--- src/hdl/csw_pkg.sv ---
`timescale 1ns / 1ps
`default_nettype none
// ---------------------------------------------------------------------------
// csw_pkg
// Shared types and constants of the cubic spline support weight block.
// ---------------------------------------------------------------------------
package csw_pkg;

    localparam int unsigned CfgIdxW = 2;
    localparam int unsigned CfgDataW = 32;

    localparam logic [CfgIdxW-1:0] REG_POINT_X  = 2'd0;
    localparam logic [CfgIdxW-1:0] REG_POINT_Y  = 2'd1;
    localparam logic [CfgIdxW-1:0] REG_POINT_Z  = 2'd2;
    localparam logic [CfgIdxW-1:0] REG_DILATION = 2'd3;

    localparam logic [15:0] DilationReset = 16'd8192;

    // iterative unit operations
    typedef enum logic [1:0] {
        t_OP_SQRT,
        t_OP_DIV
    } t_op;

    // iterative unit request
    typedef struct packed {
        t_op         op;
        logic [67:0] num;   // sqrt radicand, or dividend
        logic [47:0] den;   // divisor
        logic [6:0]  steps; // result bits to form
    } t_itu_req;

    typedef enum logic [4:0] {
        t_ST_IDLE,
        t_ST_SQ,
        t_ST_SQRT,
        t_ST_SQRT_W,
        t_ST_CHECK,
        t_ST_SDIV,
        t_ST_SDIV_W,
        t_ST_POLY1,
        t_ST_POLY2,
        t_ST_POLY3,
        t_ST_AX_C,
        t_ST_AX_CW,
        t_ST_AX_P,
        t_ST_AX_Q,
        t_ST_AX_QW,
        t_ST_AX_ST,
        t_ST_OUT
    } t_state;

endpackage
`default_nettype wire

--- src/hdl/csw_itu.sv ---
`timescale 1ns / 1ps
`default_nettype none
// ---------------------------------------------------------------------------
// csw_itu
// Shared iterative unit: restoring square root (two radicand bits a step)
// or restoring division (one quotient bit a step).
// ---------------------------------------------------------------------------
module csw_itu (
    input  wire logic              i_clk,
    input  wire logic              i_rst_n,
    input  wire logic              i_start,
    input  wire csw_pkg::t_itu_req i_req,
    output logic                   o_done,
    output logic [67:0]            o_result
);
    import csw_pkg::*;

    logic        r_busy, n_busy;
    logic        r_done;
    t_op         r_op;
    logic [67:0] r_num;
    logic [47:0] r_den;
    logic [69:0] r_rem;
    logic [67:0] r_root;
    logic [6:0]  r_cnt;

    logic [69:0] w_rem_sh, w_trial, w_rem_n;
    logic [67:0] w_root_n, w_num_n;
    logic        w_ge;

    always_comb begin
        w_rem_n  = '0;
        w_root_n = '0;
        w_num_n  = '0;
        w_rem_sh = '0;
        w_trial  = '0;
        unique case (r_op)
            t_OP_SQRT: begin
                w_rem_sh = {r_rem[67:0], r_num[67:66]};
                w_trial  = {r_root, 2'b01};
                w_num_n  = {r_num[65:0], 2'b00};
            end
            default: begin
                w_rem_sh = {r_rem[68:0], r_num[67]};
                w_trial  = {22'd0, r_den};
                w_num_n  = {r_num[66:0], 1'b0};
            end
        endcase
        w_ge     = (w_rem_sh >= w_trial);
        w_rem_n  = w_ge ? (w_rem_sh - w_trial) : w_rem_sh;
        w_root_n = {r_root[66:0], w_ge};
    end

    always_comb begin
        n_busy = r_busy;
        if (i_start) begin
            n_busy = 1'b1;
        end else if (r_busy && (r_cnt == 7'd1)) begin
            n_busy = 1'b0;
        end
    end

    always_ff @(posedge i_clk) begin
        if (!i_rst_n) begin
            r_busy <= 1'b0;
            r_done <= 1'b0;
        end else begin
            r_busy <= n_busy;
            r_done <= r_busy && !i_start && (r_cnt == 7'd1);
        end
    end

    // operand bits enter from bit 67; zeros follow past bit 0
    always_ff @(posedge i_clk) begin
        if (i_start) begin
            r_op   <= i_req.op;
            r_den  <= i_req.den;
            r_cnt  <= i_req.steps;
            r_rem  <= '0;
            r_root <= '0;
            r_num  <= i_req.num;
        end else if (r_busy) begin
            r_rem  <= w_rem_n;
            r_root <= w_root_n;
            r_num  <= w_num_n;
            r_cnt  <= r_cnt - 7'd1;
        end
    end

    assign o_done   = r_done;
    assign o_result = r_root;

endmodule
`default_nettype wire

--- config.mk ---
export PLATFORM = sky130hd
export DESIGN_NAME = csw_itu
export DESIGN_NICKNAME = d
export VERILOG_FILES = /design/src/hdl/csw_pkg.sv /design/src/hdl/csw_itu.sv
export SDC_FILE = /design/constraint.sdc
export NUM_CORES = 1
export LEC_CHECK = 0
export ABC_CLOCK_PERIOD_IN_PS = 4370
export BUFFER_PORTS_ARGS = -buffer_cell sky130_fd_sc_hd__buf_2
export CAP_MARGIN = 15
export CORE_AREA = 2 2 178 215
export CTS_BUF_LIST = sky130_fd_sc_hd__clkbuf_16
export DETAILED_ROUTE_END_ITERATION = 10
export DIE_AREA = 0 0 180 217
export GPL_TIMING_DRIVEN = 1
export PLACE_DENSITY = 0.66
export SETUP_SLACK_MARGIN = 0.2
export SYNTH_ARGS = -nofsm -noshare
export SYNTH_HDL_FRONTEND = slang
export SYNTH_SLANG_ARGS = --single-unit
--- constraint.sdc ---
create_clock -name i_clk -period 4.37 [get_ports i_clk]
set_input_delay 0.2185 -clock i_clk [delete_from_list [all_inputs] [get_ports i_clk]]
set_output_delay 0.2185 -clock i_clk [all_outputs]
set_load 0.01 [all_outputs]
### Word level (Yosys, flattened, before mapping)

Index checks and enable logic that the tools add are counted.
W data, S select, Z words.

* output and inout port bits: 69
* bits of input ports: 128
* bits in registers: 264
* word-level logic and storage cells: 29

* reductions and logical operators: 7
* $add $sub $neg: 2
* order comparisons: 1
* equality and inequality tests: 1
* multiplexer cells: 10

Operators with widths (number)
* $mux W68: 3
* $mux W70: 2
* $ge A70 B70 Y1: 1
* $mux W69: 1
* $sub A69 B69 Y69: 1
* $mux W7: 2
* $eq A7 B1 Y1 const B: 1
* $sub A7 B1 Y7 const B: 1
* $reduce_bool A2 Y1: 2
* $logic_and A1 B1 Y1: 3
* $logic_not A2 Y1: 1
* $mux W1: 2
* $logic_not A1 Y1: 1

### Depth between registers and ports, before layout

* depth in word-level cells: 4
* gate-level depth with buffers: 21
* mapped depth without buffers: 15

### Worst setup path before layout

No wires, ideal clock.

* path type: reg2reg
* start point: register r_op[1]
* end point: register r_rem[14]
* path buffers: 5
* data required time: 4242 ps
* cell stages (with the launch flop): 19
* data arrival time: 4414 ps
* library setup time: 128 ps
* path slack: -171 ps
* clock period less this slack: 4541 ps
* cells stage by stage: edfxtp_1 > or2_2 > clkbuf_1 > clkbuf_1 > buf_1 > buf_1 > nand2_1 > fa_1 > a21o_1 > a311o_1 > a211oi_2 > nor2_1 > a31o_1 > a31o_4 > a31o_4 > buf_6 > mux2_1 > mux2i_1 > nor2_1

* longest elaborated chain between the ends: 4
* elaborated cells on any way between the ends: 6
* classes of those cells: add/sub (1); order compare (1); mux (3); reduce/logical (1)

Ends and longest elaborated chain
* from (decl): line csw_itu.sv:20 `t_op r_op;`
* from (signal assigned): line csw_itu.sv:76 `r_op <= i_req.op;`
* $logic_not A2 Y1 (*): line csw_itu.sv:37 `unique case (r_op)`
* $mux W70: line csw_itu.sv:37
* $sub A69 B69 Y69 or $ge A70 B70 Y1 (tied branches): line csw_itu.sv:50, csw_itu.sv:49
* $mux W69 (*): line csw_itu.sv:50 `w_rem_n = w_ge ? (w_rem_sh - w_trial) : w_rem_sh;`
* to (signal assigned): line csw_itu.sv:83 `r_rem <= w_rem_n;`
* to (decl): line csw_itu.sv:23 `logic [69:0] r_rem;`

Mark *: on every way between the ends. The rest lies on a longest branch, timed or not.
A chain may end at the register's enable or synchronous reset.

### Worst setup path in the final report

* start point: register r_op[0]
* end point: register r_rem[0]

Same word-level chain as after synthesis.

==> results by group <==
Layout
  • P&R area growth vs syn: 25.6%
  • Most frequent cells in the layout: 376 x nand2_1, 216 x mux2i_1, 195 x buf_2
  • Commonest non-fill, non-tap cell in the layout: nand2_1
  • Layout Nets: between 2000 and 2500
  • Share of cells above drive strength 1: 0.174

GRT
  • Met1 Track Usage GR: 0.275
  • Met3 usage: 0.0392
  • Met2 usage: 0.399
  • Gr busiest metal: met2
  • Gr ovfl total: 0
  • Vias in the first global route: ~15000
  • Largest net degree at the start of global routing: 206
  • All-Layer GR Usage: 0.226
  • Initial antenna violation count: 2
  • Global-route wire length before repair: approximately 74000 microns

Power
  • Worst IR Drop VDD: 0.314 mV
  • Overall power: between 10000 and 15000 uW
  • Leakage power: 0.00908 uW
  • PD cells: 510 nW/um^2

Setup path
  • Reg2Reg Setup Slack: 0.34 ns
  • Worst path slowest cell: edfxtp_1
  • CP most frequent cell: mux2i_1
  • Start point of the critical path: r_op[0]$_DFFE_PP_
  • Worst EP arrival: approximately 4.5 ns
  • Critical path endpoint category: flip-flop
  • CP max FO: 21
  • Crit Reg-Reg Endpoint: r_rem[0]$_SDFFE_PP0P_
  • Cells along the critical path: or2_4 -> buf_12 -> mux2i_1 -> ha_1 -> a21oi_1 -> o21ai_0 -> nor2_1 -> o211ai_1 -> a31o_4 -> a31o_4 -> a31oi_4 -> buf_6 -> mux2i_1 -> mux2i_1 -> nor2_1
  • Critical path's largest stage delay: 0.43 ns
  • Reg2reg start: r_op[0]$_DFFE_PP_
  • Worst Path Required: between 4 and 5 ns
  • Element type at the critical path start: flip-flop
  • Kind of critical path: flip-flop to flip-flop
  • Reg2Reg Depth: 15

Worst hold path
  • Worst Hold End: r_rem[6]$_SDFFE_PP0P_
  • Cell count of the worst hold path: 2
  • Worst hold path class: primary input to flip-flop
  • Hold path start: i_start

Timing
  • Minimum clock period: roughly 4 ns
  • Rel. slew slack: 0.0478
  • Worst-margin pin slew: 1.43 ns
  • Final hold vios: 0
  • Max Fclk: 248 MHz
  • Worst Skew: roughly 0.011 ns
  • Unrepaired setup endpoints after global routing: yes
  • Setup_tns: 0 ns
  • Fin. max-slew vios: 0
  • Crit share post-route: 0.922
  • Final setup violation count: 0

CTS
  • Clk slew on worst S/H paths: approximately 0.060 ns
  • Longest Clk Path Bufs: 3
  • H-tree depth: 1
  • Clock Root Buffer: clkbuf_16
  • CTS tree: done
  • Clock sinks: 264
  • Clk Latency, worst-skew pair: 0.57 ns
  • CTS buffer count: 29

Floorplanning
  • Core area: 37200 sq um
  • Die Height: 217 microns
  • Floorplan row count: 78
  • Chip Width: 180 microns
  • # IOs: ~200
  • Die Footprint: about 39000 sq um
  • Starting density of the core: 0.442

Yosys
  • Post-synthesis xor/xnor area fraction: 0.0314
  • Post-synthesis cell area: roughly 16000 sq um
  • Yosys reg bits: about 260
  • Syn_nets: 2077
  • Multiplexer share of the synthesized area: 0.135
  • Simple-gate area share of the yosys netlist: 0.174
  • Mapped Avg Cell Area: 8.77 sq um
  • Adder-cell area share of the yosys netlist: 0.0560
  • Synth warn: 0
  • FFs w/ async S/R, synth: 0
  • Largest family of logic cells by synthesized area: simple AND/OR/NAND/NOR gates
  • Register area share after synthesis: 0.397
  • Number of synthesized flops with an enable pin: 125
  • Cells after Synth: 1876
  • Synth Area in Compound Gates: 0.171
  • Synth Flop Type: dfxtp_1
  • Synth unique cells: 68

Route
  • Via count: 14800
  • Via/cell ratio: between 5 and 6
  • DR DRC count: 0
  • DR iter-0 viols: roughly 970
  • TritonRoute pass-1 iters: 7
  • Post-route ant nets: 0
  • Routed WL per cell: 16.9 microns
  • Final WL: 45400 microns

Job
  • Max-cap violation count: 0

Place
  • HPWL Detailed: 30900 microns
  • Gpl congestion: 0.922
  • Port buffer count: 196

Status
  • Status: complete, no violations
==> how the worst max path moves through the flow <==
stage	slack, ns	depth (start not counted)	end
floorplan	0.21	20	r_rem[14]$_SDFFE_PP0P_
global placement	0.13	15	r_rem[68]$_SDFFE_PP0P_
detailed placement	0.09	15	r_rem[64]$_SDFFE_PP0P_
CTS	0.18	16	r_rem[55]$_SDFFE_PP0P_
global route	0.17	16	r_rem[0]$_SDFFE_PP0P_
finish	0.34	15	r_rem[0]$_SDFFE_PP0P_
==> cells by family after synthesis <==
logic type               after synthesis
AND/OR/NAND/NOR                      682
flip-flops                           264
adder cells (fa/ha/maj)               73
buffers and inverters                142
XOR/XNOR                              59
multiplexers                         221
AO/OA/AOI/OAI                        435
==> metal layers <==
layer / share of wire / routed length [microns]
met5: 0 / 0
met4: 0.035 / 1580
met3: 0.057 / 2600
met2: 0.49 / 22300
met1: 0.42 / 19000
==> critical path, delay by kind of cell, from the launching register on <==
| family | cells | cell delay [ns] |
|---|---|---|
| buf+inv | 2 | 0.38 |
| mux | 3 | 0.56 |
| fa+ha+maj | 1 | 0.39 |
| compound gates | 6 | 1.49 |
| simple gates | 3 | 0.68 |
| flops | 1 | 0.43 |
==> state kept, by name, summed over array words and instances, names as in the netlist <==
signal and count:
r_num 68, o_done 1, r_rem 69, r_den 48, r_cnt 7, r_busy 1
r_op 2, o_result 68
==> through the flow <==
stage / hold WS [ns] / setup WS (ns) / instances / utilization / cell area, sq um
after floorplan: 0.317 / 0.213 / 1876 / - / 16500
after global placement: 0.395 / 0.130 / 2501 / 0.489 / 18200
after detailed placement: 0.397 / 0.0924 / 2501 / 0.489 / 18200
after CTS: 0.0568 / 0.181 / 2682 / 0.549 / 20400
after global routing: 0.104 / 0.169 / 2691 / 0.556 / 20700
final: 0.0832 / 0.340 / 2691 / 0.556 / 20700
==> synth_stat cells, types with 20 or more instances <==
master,n,share of area
a21o_1,32,0.015
o21ai_0,124,0.038
xnor2_1,42,0.022
a21oi_1,97,0.030
ha_1,72,0.055
mux2i_1,218,0.13
edfxtp_1,125,0.23
a211oi_1,47,0.021
dfxtp_1,139,0.17
nor2_1,177,0.040
inv_1,25,0.0057
nand2_1,377,0.086
nand3_1,20,0.0061
clkbuf_1,89,0.020
==> what timing repair did <==
item                                    CTS  global route
endpoints found under the hold margin   127             0
hold buffers                            126             0
endpoints found under the setup margin   50            69
gates cloned                              1             0
gates resized for setup                   5            52
pin swaps                                 0            15
buffers inserted                          0             7
==> final cells by class <==
class                           count  area, sq um
Multi-Input combinational cell   1471         9560
Tap cell                          480          601
Clock inverter                     24          178
Fill cell                        3311        16500
Antenna cell                        2         5.00
Inverter                           25         93.8
Timing Repair Buffer              395         2940
Clock buffer                       30          751
Sequential cell                   264         6540
==> power by group <==
| part | internal [uW] | leakage (uW) | switching, uW |
|---|---|---|---|
| clock | 1360 | 0.000481 | 1040 |
| sequential | 2880 | 0.00239 | 170 |
| combinational | 2230 | 0.00620 | 2840 |
(Power assumes the default switching activity.)
